## src/rtl/i2cm_pkg.sv

```systemverilog
// Shared types, codes and reset values for the I2C master bit sequencer.
// No dependencies; every other RTL file imports this package.

package i2cm_pkg;

	localparam int TIMEOUT_W = 16;

	localparam logic [TIMEOUT_W-1:0] TIMEOUT_RESET = 16'hFFFF;

	// Request codes carried by req_type.
	localparam logic [2:0] REQ_NONE  = 3'd0;
	localparam logic [2:0] REQ_START = 3'd1;
	localparam logic [2:0] REQ_STOP  = 3'd2;
	localparam logic [2:0] REQ_WRITE = 3'd3;
	localparam logic [2:0] REQ_READ  = 3'd4;

	typedef enum logic [20:0] {
		PH_IDLE    = 21'h000001,
		PH_ST_FALL = 21'h000002,
		PH_ST_LOW  = 21'h000004,
		PH_RS_PREP = 21'h000008,
		PH_RS_RISE = 21'h000010,
		PH_RS_WAIT = 21'h000020,
		PH_SP_PREP = 21'h000040,
		PH_SP_RISE = 21'h000080,
		PH_SP_WAIT = 21'h000100,
		PH_SP_CHK  = 21'h000200,
		PH_WR_LO   = 21'h000400,
		PH_WR_HI   = 21'h000800,
		PH_WA_LO   = 21'h001000,
		PH_WA_HI   = 21'h002000,
		PH_WA_END  = 21'h004000,
		PH_RD_LO   = 21'h008000,
		PH_RD_HI   = 21'h010000,
		PH_RD_SMP  = 21'h020000,
		PH_RA_LO   = 21'h040000,
		PH_RA_HI   = 21'h080000,
		PH_RA_END  = 21'h100000
	} phase_t;

	typedef struct packed {
		logic [2:0] req_type;
		logic [7:0] data_byte;
		logic       send_ack;
		logic       scl_in;
		logic       sda_in;
	} in_beat_t;

	typedef struct packed {
		logic       scl_release;
		logic       sda_release;
		logic       busy_res;
		logic       done_res;
		logic       success;
		logic [7:0] read_byte;
	} out_beat_t;

	typedef struct packed {
		phase_t               phase;
		logic [3:0]           bit_index;
		logic [7:0]           shifter;
		logic                 bus_started;
		logic [TIMEOUT_W-1:0] wait_count;
		logic                 ack_wanted;
		logic                 scl_drv;
		logic                 sda_drv;
		logic [7:0]           last_read;
	} seq_state_t;

	localparam seq_state_t STATE_RESET = '{
		phase:       PH_IDLE,
		bit_index:   4'd0,
		shifter:     8'd0,
		bus_started: 1'b0,
		wait_count:  '0,
		ack_wanted:  1'b0,
		scl_drv:     1'b1,
		sda_drv:     1'b1,
		last_read:   8'd0
	};

endpackage

```

## src/rtl/i2cm_step.sv

```systemverilog
// Next-state and result logic for one tick of the I2C master bit sequencer.
// Purely combinational; depends on i2cm_pkg.

module i2cm_step import i2cm_pkg::*; (
	input  seq_state_t           cur,
	input  in_beat_t             beat,
	input  logic [TIMEOUT_W-1:0] timeout,
	output seq_state_t           nxt,
	output out_beat_t            res
);

	logic [TIMEOUT_W-1:0] wc_inc;
	logic                 still_wait;

	// The stretch wait goes on while SCL is low and the incremented count is below the timeout.
	assign wc_inc     = cur.wait_count + TIMEOUT_W'(1);
	assign still_wait = !beat.scl_in && (wc_inc < timeout);

	always_comb begin
		phase_t     ph;
		logic [3:0] bi;
		logic       done;
		logic       ok;

		nxt  = cur;
		ph   = cur.phase;
		bi   = 4'd0;
		done = 1'b0;
		ok   = 1'b0;

		// A new command is taken only while idle.
		if (cur.phase == PH_IDLE) begin
			case (beat.req_type)
				REQ_START: ph = cur.bus_started ? PH_RS_PREP : PH_ST_FALL;
				REQ_STOP:  ph = PH_SP_PREP;
				REQ_WRITE: begin
					nxt.shifter   = beat.data_byte;
					nxt.bit_index = 4'd0;
					ph            = PH_WR_LO;
				end
				REQ_READ: begin
					nxt.shifter    = 8'd0;
					nxt.bit_index  = 4'd0;
					nxt.ack_wanted = beat.send_ack;
					ph             = PH_RD_LO;
				end
				default: ;
			endcase
		end

		nxt.phase = ph;

		case (ph)
			PH_IDLE: ;
			PH_ST_FALL: begin
				nxt.sda_drv = 1'b0;
				nxt.scl_drv = 1'b1;
				nxt.phase   = PH_ST_LOW;
			end
			PH_ST_LOW: begin
				nxt.sda_drv     = 1'b0;
				nxt.scl_drv     = 1'b0;
				nxt.bus_started = 1'b1;
				done            = 1'b1;
				ok              = 1'b1;
				nxt.phase       = PH_IDLE;
			end
			PH_RS_PREP: begin
				nxt.sda_drv = 1'b1;
				nxt.scl_drv = 1'b0;
				nxt.phase   = PH_RS_RISE;
			end
			PH_RS_RISE: begin
				nxt.sda_drv    = 1'b1;
				nxt.scl_drv    = 1'b1;
				nxt.wait_count = '0;
				nxt.phase      = PH_RS_WAIT;
			end
			PH_RS_WAIT: begin
				if (!beat.scl_in) begin
					nxt.wait_count = wc_inc;
				end
				if (!still_wait) begin
					if (!beat.sda_in) begin
						done      = 1'b1;
						nxt.phase = PH_IDLE;
					end else begin
						nxt.sda_drv = 1'b0;
						nxt.phase   = PH_ST_LOW;
					end
				end
			end
			PH_SP_PREP: begin
				nxt.sda_drv = 1'b0;
				nxt.scl_drv = 1'b0;
				nxt.phase   = PH_SP_RISE;
			end
			PH_SP_RISE: begin
				nxt.scl_drv    = 1'b1;
				nxt.wait_count = '0;
				nxt.phase      = PH_SP_WAIT;
			end
			PH_SP_WAIT: begin
				if (!beat.scl_in) begin
					nxt.wait_count = wc_inc;
				end
				if (!still_wait) begin
					nxt.sda_drv = 1'b1;
					nxt.phase   = PH_SP_CHK;
				end
			end
			PH_SP_CHK: begin
				done = 1'b1;
				if (beat.sda_in) begin
					ok              = 1'b1;
					nxt.bus_started = 1'b0;
				end
				nxt.phase = PH_IDLE;
			end
			PH_WR_LO: begin
				nxt.scl_drv = 1'b0;
				nxt.sda_drv = nxt.shifter[7];
				nxt.phase   = PH_WR_HI;
			end
			PH_WR_HI: begin
				bi            = nxt.bit_index + 4'd1;
				nxt.scl_drv   = 1'b1;
				nxt.shifter   = {nxt.shifter[6:0], 1'b0};
				nxt.bit_index = bi;
				nxt.phase     = bi[3] ? PH_WA_LO : PH_WR_LO;
			end
			PH_WA_LO: begin
				nxt.scl_drv = 1'b0;
				nxt.sda_drv = 1'b1;
				nxt.phase   = PH_WA_HI;
			end
			PH_WA_HI: begin
				nxt.scl_drv = 1'b1;
				nxt.phase   = PH_WA_END;
			end
			PH_WA_END: begin
				nxt.scl_drv = 1'b0;
				done        = 1'b1;
				ok          = !beat.sda_in;
				nxt.phase   = PH_IDLE;
			end
			PH_RD_LO: begin
				nxt.scl_drv = 1'b0;
				nxt.sda_drv = 1'b1;
				nxt.phase   = PH_RD_HI;
			end
			PH_RD_HI: begin
				nxt.scl_drv = 1'b1;
				nxt.phase   = PH_RD_SMP;
			end
			PH_RD_SMP: begin
				bi            = nxt.bit_index + 4'd1;
				nxt.shifter   = {nxt.shifter[6:0], beat.sda_in};
				nxt.bit_index = bi;
				nxt.phase     = bi[3] ? PH_RA_LO : PH_RD_LO;
			end
			PH_RA_LO: begin
				nxt.scl_drv = 1'b0;
				nxt.sda_drv = !nxt.ack_wanted;
				nxt.phase   = PH_RA_HI;
			end
			PH_RA_HI: begin
				nxt.scl_drv = 1'b1;
				nxt.phase   = PH_RA_END;
			end
			PH_RA_END: begin
				nxt.scl_drv   = 1'b0;
				nxt.sda_drv   = 1'b1;
				nxt.last_read = nxt.shifter;
				done          = 1'b1;
				ok            = 1'b1;
				nxt.phase     = PH_IDLE;
			end
			default: nxt.phase = PH_IDLE;
		endcase

		res.scl_release = nxt.scl_drv;
		res.sda_release = nxt.sda_drv;
		res.busy_res    = (nxt.phase != PH_IDLE);
		res.done_res    = done;
		res.success     = ok;
		res.read_byte   = nxt.last_read;
	end

endmodule

```

## src/rtl/i2c_master_bit_sequencer.sv

```systemverilog
// I2C master bit sequencer: an input beat is registered in stage 1, passes through the
// combinational step logic and is registered in the result register; throughput is one
// beat per cycle while the output is not stalled.
// arst_n clears the sequencer state (idle, both lines released, last read byte zero),
// empties both pipeline registers and sets the stretch timeout to 65535.
// Depends on i2cm_pkg and i2cm_step.

module i2c_master_bit_sequencer import i2cm_pkg::*; (
	input  logic                 clk,
	input  logic                 arst_n,
	input  logic                 in_valid,
	output logic                 in_ready,
	input  in_beat_t             in_beat,
	output logic                 out_valid,
	input  logic                 out_ready,
	output out_beat_t            out_beat,
	input  logic                 cfg_we,
	input  logic [TIMEOUT_W-1:0] cfg_wdata
);

	// Stage 1 holds the accepted tick; the step logic turns it into a result and the
	// next sequencer state in one pass. The result register decouples the output
	// handshake, so a new tick can be taken while an older result waits.
	in_beat_t             beat_s1;
	logic                 valid_s1;
	out_beat_t            res_q;
	logic                 res_valid_q;
	seq_state_t           state_q;
	seq_state_t           state_nxt;
	out_beat_t            res_nxt;
	logic [TIMEOUT_W-1:0] timeout_q;
	logic                 advance;
	logic                 in_acc;

	// The stage-1 beat moves on whenever the result register is empty or being drained.
	assign advance  = valid_s1 && (!res_valid_q || out_ready);
	assign in_ready = !valid_s1 || advance;
	assign in_acc   = in_valid && in_ready;

	assign out_valid = res_valid_q;
	assign out_beat  = res_q;

	i2cm_step u_step (
		.cur     (state_q),
		.beat    (beat_s1),
		.timeout (timeout_q),
		.nxt     (state_nxt),
		.res     (res_nxt)
	);

	// Payload registers carry no reset.
	always_ff @(posedge clk) begin
		if (in_acc) begin
			beat_s1 <= in_beat;
		end
		if (advance) begin
			res_q <= res_nxt;
		end
	end

	always_ff @(posedge clk or negedge arst_n) begin
		if (!arst_n) begin
			valid_s1    <= 1'b0;
			res_valid_q <= 1'b0;
			state_q     <= STATE_RESET;
			timeout_q   <= TIMEOUT_RESET;
		end else begin
			if (in_acc) begin
				valid_s1 <= 1'b1;
			end else if (advance) begin
				valid_s1 <= 1'b0;
			end
			if (advance) begin
				res_valid_q <= 1'b1;
			end else if (out_ready) begin
				res_valid_q <= 1'b0;
			end
			// Sequencer state steps exactly once per processed beat.
			if (advance) begin
				state_q <= state_nxt;
			end
			// Written directly; the user must change it only while idle, unchecked here.
			if (cfg_we) begin
				timeout_q <= cfg_wdata;
			end
		end
	end

	// A finished command never leaves the sequencer busy.
	a_done_not_busy: assert property (@(posedge clk) disable iff (!arst_n)
		res_valid_q && res_q.done_res |-> !res_q.busy_res)
		else $error("done beat reports busy");

	// Success is only reported together with done.
	a_success_with_done: assert property (@(posedge clk) disable iff (!arst_n)
		res_valid_q && res_q.success |-> res_q.done_res)
		else $error("success without done");

	// Back-pressure reaches the input only when both registers are full.
	a_ready_only_full: assert property (@(posedge clk) disable iff (!arst_n)
		!in_ready |-> valid_s1 && res_valid_q && !out_ready)
		else $error("input stalled with room in the pipeline");

	// A processed beat always lands in the result register.
	a_advance_fills: assert property (@(posedge clk) disable iff (!arst_n)
		advance |=> res_valid_q)
		else $error("processed beat lost");

	// The busy flag of a result matches the sequencer state it left behind.
	a_busy_matches_state: assert property (@(posedge clk) disable iff (!arst_n)
		advance |=> (res_q.busy_res == (state_q.phase != PH_IDLE)))
		else $error("busy flag disagrees with sequencer state");

endmodule
```

## config.mk

```make
export PLATFORM = sky130hd
export DESIGN_NAME = i2c_master_bit_sequencer
export DESIGN_NICKNAME = d
export VERILOG_FILES = /design/src/rtl/i2cm_pkg.sv /design/src/rtl/i2cm_step.sv /design/src/rtl/i2c_master_bit_sequencer.sv
export SDC_FILE = /design/constraint.sdc
export NUM_CORES = 1
export LEC_CHECK = 0
export ABC_AREA = 1
export ABC_CLOCK_PERIOD_IN_PS = 5800
export BUFFER_PORTS_ARGS = -buffer_cell sky130_fd_sc_hd__buf_4
export CORE_MARGIN = 2
export CORE_UTILIZATION = 55
export CTS_CLUSTER_DIAMETER = 100
export DETAILED_ROUTE_END_ITERATION = 8
export HOLD_SLACK_MARGIN = 0.02
export PLACE_DENSITY = 0.74
export SLEW_MARGIN = 20
export SYNTH_ARGS = -nofsm -noshare
export SYNTH_HDL_FRONTEND = slang
export SYNTH_HIERARCHICAL = 1
export SYNTH_SLANG_ARGS = --single-unit
```

## constraint.sdc

```tcl
create_clock -name clk -period 5.8 [get_ports clk]
set_input_delay 1.16 -clock clk [delete_from_list [all_inputs] [get_ports clk]]
set_output_delay 1.16 -clock clk [all_outputs]
set_load 0.03 [all_outputs]
```

==> reports/results.txt, run 1 <==
GRT Overall Usage: 0.239
Overall Power: 2.21 mW
initial antenna violation count: 0
placed cell area: 7140 sq um
Final Max Slew Viols: 0
Leakage: 3.95 nW
# H-tree levels: 3
most used cell, CP: nand2_1
Worst VDD drop: 0.000254 V
WHS: 0.465 ns
top area cells in the synthesized netlist: dfrtp_1 22%, nand2_1 14%, edfxtp_1 12%
critical path arrival: 3.86 ns
vias in the first global route: 5237
final core area utilization: 0.615
Ys Warns: 6
buffers plus inverters on the worst setup path: 2
Cell Pwr Density: 298 nW/um^2
dpl ws: 2.29 ns
Post-DRT Antenna Nets: 0
Cells after DPL: 1075
Seq cells post-synth: 106
CTS Buffer Depth: 2
cell area after layout: 7420 sq um
Skew-Pair Late Insertion Delay: 0.36 ns
Routed WL: 14600 um
startpoint types: flip-flop
Clock transition at path regs: 0.07 ns
setup slack after layout: 2.25 ns
drt initial violations: 349
minimum clock period: 3.55 ns
final hold violation count: 0
HPWL after DPL: 10200 um
core area: 12100 sq um
setup tns final: 0 ns
IO Count: 50
Yosys top cell by area: dfrtp_1
synthesized cell area: 6810 sq um
TritonCTS buffer count: 9
Worst Setup End Kind: flip-flop
via-per-instance ratio: 5.16
FFs w/ async S/R, synth: 0.745
RSZ-0062 raised after global routing: no
# DRC: 0
register area share after synthesis: 0.413
Setup Buffers After CTS: 0
Mapped Cells: 895
first-pass GRT wire length: 25200 um
CTS tree: built
status: completed
syn avg cell area: 7.61 sq um
Die Span X: 115 um
TritonRoute pass-1 iters: 5
critical path required time: 6.10 ns
Post-synth EDFFs: 27
crit share post-route: 0.613
FMAX: 0.281 GHz
max incr delay on CP: 0.43 ns
CTS sink cnt: 106
cts repair resizes: 0
CP delay by family, top: simple AND/OR/NAND/NOR gates
largest net degree at the start of global routing: 80
Routed WL per cell: 13.4 um
GR Overflow Total: 0
crit path kind: reg2reg
number of max-cap violations: 0
Final nets: 970
GPL Wtd Cong: 0.957
Layout Cells excl Fill: 1091
Finish-stage setup viols: 0
DR vias: 5634
Hold WC Path Type: reg2reg
hold buffers post-CTS: 0
Die Ht: 115 um
# diodes: 0
Core Rows: 40
Yosys cell types: 46
clk_skew: 0.00832 ns
CP Max Fanout: 5
Layout area overhead: 8.97%
slew at the pin closest to its max-slew limit: 0.731 ns
I/O Buffers: 49
root buffer cell: clkbuf_16
Synth Flop Type: dfrtp_1
post-synth top area share: 0.220
Die Area: 13300 sq um
initial core utilization: 0.565
Slowest cell on crit path: dfrtp_1
share of layout cells above drive strength 1: 0.172
Max transition margin: 0.513
sequential cells by signal, summed over array words and instances, names as in the netlist:
signal / cells
timeout_q: 16
out_valid: 1
state_q: 61
beat_s1: 14
valid_s1: 1
out_beat: 13
tightest hold or removal path: cells and delay by family (launching register included):
kind,cells,cell delay [ns]
AND/OR/NAND/NOR,2,0.09
flip-flops,1,0.37
where the power goes:
| group | internal (mW) | leakage [nW] | switching, mW |
|---|---|---|---|
| clock network | 0.299 | 0.143 | 0.292 |
| logic | 0.221 | 2.52 | 0.451 |
| registers | 0.877 | 1.29 | 0.0689 |
| total | 1.40 | 3.95 | 0.812 |
layer usage:
metal | part of all wire | vias up | GRT usage
li1 | - | 2891 | -
met1 | 0.48 | 2600 | 0.335
met2 | 0.47 | 128 | 0.377
met3 | 0.037 | 15 | 0.0443
met4 | 0.015 | 0 | 0.0803
met5 | 0 | - | 0
path summary, 6_finish.rpt:
check | from | endpoint | slack [ns] | depth (start not counted)
worst max-delay path | state_q[11] | state_q[8] | 2.25 | 26
worst min register to register | state_q[8] | state_q[8] | 0.46 | 2
max in group asynchronous | arst_n | valid_s1 | 4.45 | 1
worst max register to register | state_q[11] | state_q[8] | 2.25 | 26
min in group asynchronous | arst_n | state_q[4] | 0.82 | 1
worst min-delay path | state_q[8] | state_q[8] | 0.46 | 2
Yosys cell counts (2+ instances only):
| library cell | instances |
|---|---|
| a21oi_1 | 14 |
| a22oi_1 | 4 |
| buf_2 | 16 |
| buf_4 | 19 |
| clkbuf_1 | 4 |
| dfrtp_1 | 60 |
| dfstp_2 | 19 |
| edfxtp_1 | 27 |
| ha_1 | 17 |
| inv_1 | 114 |
| inv_2 | 13 |
| mux2i_1 | 2 |
| nand2_1 | 262 |
| nand2_2 | 8 |
| nand2_4 | 8 |
| nand3_1 | 89 |
| nand3_2 | 5 |
| nand4_1 | 13 |
| nor2_1 | 63 |
| nor2_2 | 11 |
| nor2_4 | 5 |
| nor2_8 | 2 |
| nor3_1 | 12 |
| nor3_2 | 2 |
| nor3_4 | 2 |
| nor4_1 | 2 |
| o21a_1 | 4 |
| o21ai_0 | 43 |
| o21ai_1 | 17 |
| o22ai_1 | 3 |
| o22ai_2 | 11 |
| xor2_1 | 9 |
| xor2_2 | 2 |
cell type report:
cell class                      instances  area, sq um
Fill cell                            1120         4640
Multi-Input combinational cell        621         3240
Sequential cell                       106         2810
Inverter                              128          483
Timing Repair Buffer                   52          394
Clock buffer                            9          225
Tap cell                              168          210
Clock inverter                          7         56.3
kinds of logic after synthesis:
logic type,share of synthesized area
xor+xnor,0.0176
simple gates,0.333
other cells,0.000551
flops,0.413
fa+ha+maj,0.0312
mux,0.00294
compound gates,0.0897
buf+inv,0.113
cells in the final DEF, fill, tap and decap left out, types with 8 or more instances in the layout:
cell,synthesis,final
nor2_1,63,63
ha_1,17,17
inv_1,114,114
dfrtp_1,60,59
buf_4,19,51
nor3_1,12,12
nand2_1,262,262
inv_2,13,13
o22ai_2,11,11
clkbuf_16,0,9
nand4_1,13,13
dfstp_2,19,19
nand2_4,8,8
o21ai_0,43,43
nand2_2,8,8
edfxtp_1,27,27
nor2_2,11,11
a21oi_1,14,14
xor2_1,9,9
nand3_1,89,89
o21ai_1,17,17
(Power assumes the default switching activity.)
==> run 2: changes to the inputs <==
--- a/config.mk
+++ b/config.mk
@@ -6,7 +6,7 @@
 export NUM_CORES = 1
 export LEC_CHECK = 0
 export ABC_AREA = 1
-export ABC_CLOCK_PERIOD_IN_PS = 5800
+export ABC_CLOCK_PERIOD_IN_PS = 3700
 export BUFFER_PORTS_ARGS = -buffer_cell sky130_fd_sc_hd__buf_4
 export CORE_MARGIN = 2
 export CORE_UTILIZATION = 55
==> constraint.sdc (replaced) <==
create_clock -name clk -period 3.7 [get_ports clk]
set_input_delay 0.74 -clock clk [delete_from_list [all_inputs] [get_ports clk]]
set_output_delay 0.74 -clock clk [all_outputs]
set_load 0.03 [all_outputs]
==> reports/results.txt, run 2 (synthesized netlist as in run 1, its figures left out) <==
Layout area overhead: 10.5%
reg2reg start: state_q[11]
Largest regs: state_q: 61 flops, timeout_q: 16 flops, beat_s1: 14 flops
switching share of power: 0.374
Final Max Slew Viols: 0
Post-DRT Antenna Nets: 0
Cells after DPL: 1077
critical path required time: 4.01 ns
Comb pwr share: 0.302
drt initial violations: 372
switching power total: 1.32 mW
Clock power frac: 0.277
GR Overflow Total: 0
initial core utilization: 0.565
max reg flops: 61
root buffer cell: clkbuf_16
largest net degree at the start of global routing: 63
critical path arrival: 3.70 ns
Die Ht: 115 um
crit share post-route: 0.916
Final nets: 977
clk_skew: 0.0102 ns
share of layout cells above drive strength 1: 0.189
TritonRoute pass-1 iters: 5
Worst VDD drop: 0.000522 V
crit path to: state_q[8]
via-per-instance ratio: 5.17
core area: 12100 sq um
Die Area: 13300 sq um
Routed WL per cell: 13.5 um
crit path kind: reg2reg
FMAX: 0.295 GHz
Worst Setup End Kind: flip-flop
# diodes: 0
footprint of the multi-input gates: 3280 sq um
minimum clock period: 3.39 ns
hold buffers post-CTS: 0
number of fill cells: 1104
HPWL after DPL: 10100 um
startpoint types: flip-flop
sequential share of power: 0.421
slew at the pin closest to its max-slew limit: 0.713 ns
reg2reg end: state_q[8]
storage element area: 2810 sq um
Layout Cells excl Fill: 1098
DR vias: 5675
Clock transition at path regs: 0.08 ns
most frequent cells in the layout: 260 x nand2_1, 114 x inv_1, 86 x nand3_1
TritonCTS buffer count: 9
dpl ws: 0.147 ns
flop2flop setup slack: 0.31 ns
Core Rows: 40
first-pass GRT wire length: 24700 um
Hold WC Path Type: in2async
GRT Overall Usage: 0.236
commonest non-fill, non-tap cell in the layout: nand2_1
setup slack after layout: 0.310 ns
Worst Setup SP: state_q[11]
reg2reg path depth: 27
Max transition margin: 0.524
Biggest register: state_q
Leakage: 3.99 nW
vias in the first global route: 5203
GPL Wtd Cong: 0.923
final hold violation count: 0
Routed WL: 14800 um
setup tns final: 0 ns
Die Span X: 115 um
CTS Buffer Depth: 2
# DRC: 0
CP Max Fanout: 4
CTS tree: built
Finish-stage setup viols: 0
Skew-Pair Late Insertion Delay: 0.36 ns
initial antenna violation count: 0
status: completed
Cell Pwr Density: 468 nW/um^2
CTS sink cnt: 106
IO Count: 50
I/O Buffers: 49
number of max-cap violations: 0
# H-tree levels: 3
WHS: 0.329 ns
internal power: 2.21 mW
## run 2: how the worst min path moves through the flow
stage                           from         end  slack, ns  depth (start not counted)
after floorplan               arst_n   out_valid       0.44                          0
after global placement    state_q[1]  state_q[1]       0.45                          2
after detailed placement  state_q[8]  state_q[8]       0.46                          2
after CTS                     arst_n  state_q[1]       0.34                          1
after global routing          arst_n  state_q[7]       0.36                          1
final                         arst_n  state_q[1]       0.33                          1
## run 2: power by group through the flow
stage,Clock (mW),Sequential [mW],Combinational [mW]
global route,1.04,1.50,1.19
global placement,0,1.50,1.04
detailed placement,0,1.50,1.06
finish,0.974,1.48,1.06
floorplan,0,1.52,0.792
CTS,0.996,1.48,1.06
## run 2: cell type report
| type | count | area share |
|---|---|---|
| clock buffers | 9 | 0.0299 |
| clock inverters | 7 | 0.0101 |
| inverters | 128 | 0.0642 |
| multi-input cells | 621 | 0.435 |
| flip-flops and latches | 106 | 0.374 |
| well taps | 168 | 0.0279 |
| repair buffers | 59 | 0.0588 |
## run 2: timing repair
action / in CTS / in global routing
resized for setup: 0 / 11
setup endpoints to repair: 0 / 8
buffers inserted: 0 / 5
## run 2: worst max-delay path, stage by stage, from the launching register on
cell and delay (ns):
dfrtp_2 0.40, inv_1 0.09, nor3_4 0.22, nand2_2 0.09, nor2_4 0.15, nand3_4 0.10, nor3_4 0.21, nand2_1 0.09
nor2_2 0.12, nand2_1 0.07, nand2_1 0.05, and2_1 0.13, inv_2 0.04, ha_1 0.28, nand2_1 0.09, a21oi_1 0.04
a211o_1 0.22, a21oi_1 0.15, nand3_2 0.17, nand2_2 0.11, nand3_1 0.07, nand2_1 0.08, inv_1 0.04, nand2_1 0.06
nand2_1 0.04, nand2_1 0.06, nand3_1 0.07, nand2_1 0.10
## run 2: layer usage
metal / GRT usage / vias to the layer above / wire length [um]
li1: - / 2909 / -
met1: 0.333 / 2603 / 6990
met2: 0.368 / 148 / 6690
met3: 0.0580 / 15 / 884
met4: 0.0618 / 0 / 236
met5: 0 / - / 0
## run 2: stage by stage
| step | instance area [sq um] | power [mW] | utilization |
|---|---|---|---|
| final | 7530 | 3.52 | 0.624 |
| after floorplan | 6820 | 2.31 | - |
| after global placement | 7150 | 2.54 | 0.593 |
| after CTS | 7450 | 3.54 | 0.618 |
| after global routing | 7530 | 3.73 | 0.624 |
| after detailed placement | 7150 | 2.55 | 0.593 |
==> run 3: changes to the inputs <==
--- a/config.mk
+++ b/config.mk
@@ -6,7 +6,7 @@
 export NUM_CORES = 1
 export LEC_CHECK = 0
 export ABC_AREA = 1
-export ABC_CLOCK_PERIOD_IN_PS = 3700
+export ABC_CLOCK_PERIOD_IN_PS = 3900
 export BUFFER_PORTS_ARGS = -buffer_cell sky130_fd_sc_hd__buf_4
 export CORE_MARGIN = 2
 export CORE_UTILIZATION = 55
==> constraint.sdc (replaced) <==
create_clock -name clk -period 3.9 [get_ports clk]
set_input_delay 0.195 -clock clk [delete_from_list [all_inputs] [get_ports clk]]
set_output_delay 0.195 -clock clk [all_outputs]
set_load 0.03 [all_outputs]
==> reports/results.txt, run 3 (synthesized netlist as in run 1, its figures left out) <==
WHS: 0.0492 ns
Core Rows: 40
first-pass GRT wire length: 25600 um
startpoint types: flip-flop
Setup Buffers After CTS: 0
Overall Power: 3.37 mW
Skew-Pair Late Insertion Delay: 0.36 ns
RSZ-0062 raised after global routing: no
max incr delay on CP: 0.41 ns
crit path kind: reg2reg
Die Ht: 115 um
IO Count: 50
Slowest cell on crit path: dfrtp_2
# DRC: 0
critical path arrival: 3.74 ns
max reg flops: 61
Worst VDD drop: 0.000306 V
CP delay by family, top: simple AND/OR/NAND/NOR gates
# diodes: 0
Finish-stage setup viols: 0
Die Span X: 115 um
DR vias: 5696
dpl ws: 0.421 ns
Cell Pwr Density: 443 nW/um^2
number of fill cells: 1049
root buffer cell: clkbuf_16
Worst Setup End Kind: flip-flop
setup slack after layout: 0.468 ns
most used cell, CP: nand2_1
core area: 12100 sq um
Largest regs: state_q: 61 flops, timeout_q: 16 flops, beat_s1: 14 flops
Max transition margin: 0.544
via-per-instance ratio: 5.15
Final Max Slew Viols: 0
crit share post-route: 0.880
Layout area overhead: 11.8%
initial core utilization: 0.565
Hold WC Path Type: in2reg
reg2reg path depth: 26
vias in the first global route: 5338
# H-tree levels: 3
TritonCTS buffer count: 9
status: completed
placed cell area: 7140 sq um
most frequent cells in the layout: 262 x nand2_1, 114 x inv_1, 88 x nand3_1
final hold violation count: 0
minimum clock period: 3.43 ns
FMAX: 0.291 GHz
Biggest register: state_q
share of layout cells above drive strength 1: 0.174
final core area utilization: 0.631
flop2flop setup slack: 0.47 ns
CTS tree: built
initial antenna violation count: 0
Hold Path Cell Cnt: 3
CP Max Fanout: 5
WHS Endpoint: timeout_q[3]
Routed WL: 15000 um
reg2reg start: state_q[11]
Routed WL per cell: 13.5 um
Cells after DPL: 1076
Die Area: 13300 sq um
GRT Overall Usage: 0.245
HPWL after DPL: 10300 um
largest net degree at the start of global routing: 63
critical path required time: 4.21 ns
hold path start: cfg_wdata[3]
drt initial violations: 352
buffers plus inverters on the worst setup path: 2
number of max-cap violations: 0
reg2reg end: state_q[8]
slew at the pin closest to its max-slew limit: 0.684 ns
GR Overflow Total: 0
Post-DRT Antenna Nets: 0
CTS Buffer Depth: 2
Clock transition at path regs: 0.08 ns
setup tns final: 0 ns
Layout Cells excl Fill: 1107
I/O Buffers: 49
Leakage: 4.03 nW
GPL Wtd Cong: 0.905
commonest non-fill, non-tap cell in the layout: nand2_1
Final nets: 986
cell area after layout: 7610 sq um
CTS sink cnt: 106
clk_skew: 0.0136 ns
TritonRoute pass-1 iters: 5
[run 3: changes by cell type in the layout (fill, tap and decap cells not counted), moves of 2 or more]
cell,previous run,this run
buf_4,59,53
clkinv_8,2,0
dlygate4sd3_1,0,15
nand2_1,260,262
nand2_2,10,8
nand3_1,86,88
nor2_1,60,62
nor2_2,14,12
[run 3: worst max path at each step]
| stage | start | end | slack [ns] | depth (start not counted) |
|---|---|---|---|---|
| after global routing | state_q[11] | state_q[8] | 0.02 | 26 |
| after detailed placement | state_q[11] | state_q[8] | 0.42 | 26 |
| after floorplan | state_q[11] | out_beat[11] | 0.71 | 22 |
| after global placement | state_q[11] | state_q[8] | 0.50 | 26 |
| after CTS | state_q[11] | state_q[8] | 0.39 | 26 |
| final | state_q[11] | state_q[8] | 0.47 | 26 |
[run 3: routing by layer]
layer | up-vias | global-route usage | share of wire
met2 | 137 | 0.376 | 0.45
met5 | - | 0 | 0
met4 | 0 | 0.0586 | 0.014
met1 | 2622 | 0.362 | 0.49
met3 | 15 | 0.0469 | 0.051
li1 | 2922 | - | -
[run 3: cell type report]
type                            count  area [sq um]  share of cell area
Timing Repair Buffer               68           548              0.0720
Sequential cell                   106          2810               0.370
Clock buffer                       11           264              0.0347
Clock inverter                      5          48.8             0.00641
Multi-Input combinational cell    621          3250               0.426
Inverter                          128           483              0.0634
Tap cell                          168           210              0.0276
[run 3: worst register-to-register path, cell delays in order, from the launching register on]
cell and delay, ns:
dfrtp_2 0.41, ha_1 0.20, nand2_1 0.08, nor2_2 0.12
nand3_1 0.10, nor2_1 0.14, nand3_1 0.13, nor2_1 0.14
nand3_1 0.14, nor3_2 0.15, xor2_1 0.16, inv_1 0.07
ha_1 0.27, nand2_1 0.08, a21oi_1 0.06, a211o_1 0.23
a21oi_1 0.15, nand3_2 0.15, nand2_1 0.12, nand3_1 0.07
nand2_1 0.08, inv_1 0.04, nand2_1 0.06, nand2_1 0.04
nand2_1 0.06, nand3_1 0.07, nand2_1 0.09
[run 3: report_power, final]
| part | total (mW) | internal, mW | leakage, nW | switching, mW |
|---|---|---|---|---|
| logic | 1.00 | 0.339 | 2.59 | 0.664 |
| clock network | 0.957 | 0.505 | 0.156 | 0.451 |
| registers | 1.41 | 1.30 | 1.29 | 0.111 |
| total | 3.37 | 2.15 | 4.03 | 1.23 |
[run 3: repair_timing]
action,in CTS,in global routing
hold endpoints to repair,61,0
endpoints found under the setup margin,0,5
resized for setup,0,3
hold buffers,15,0
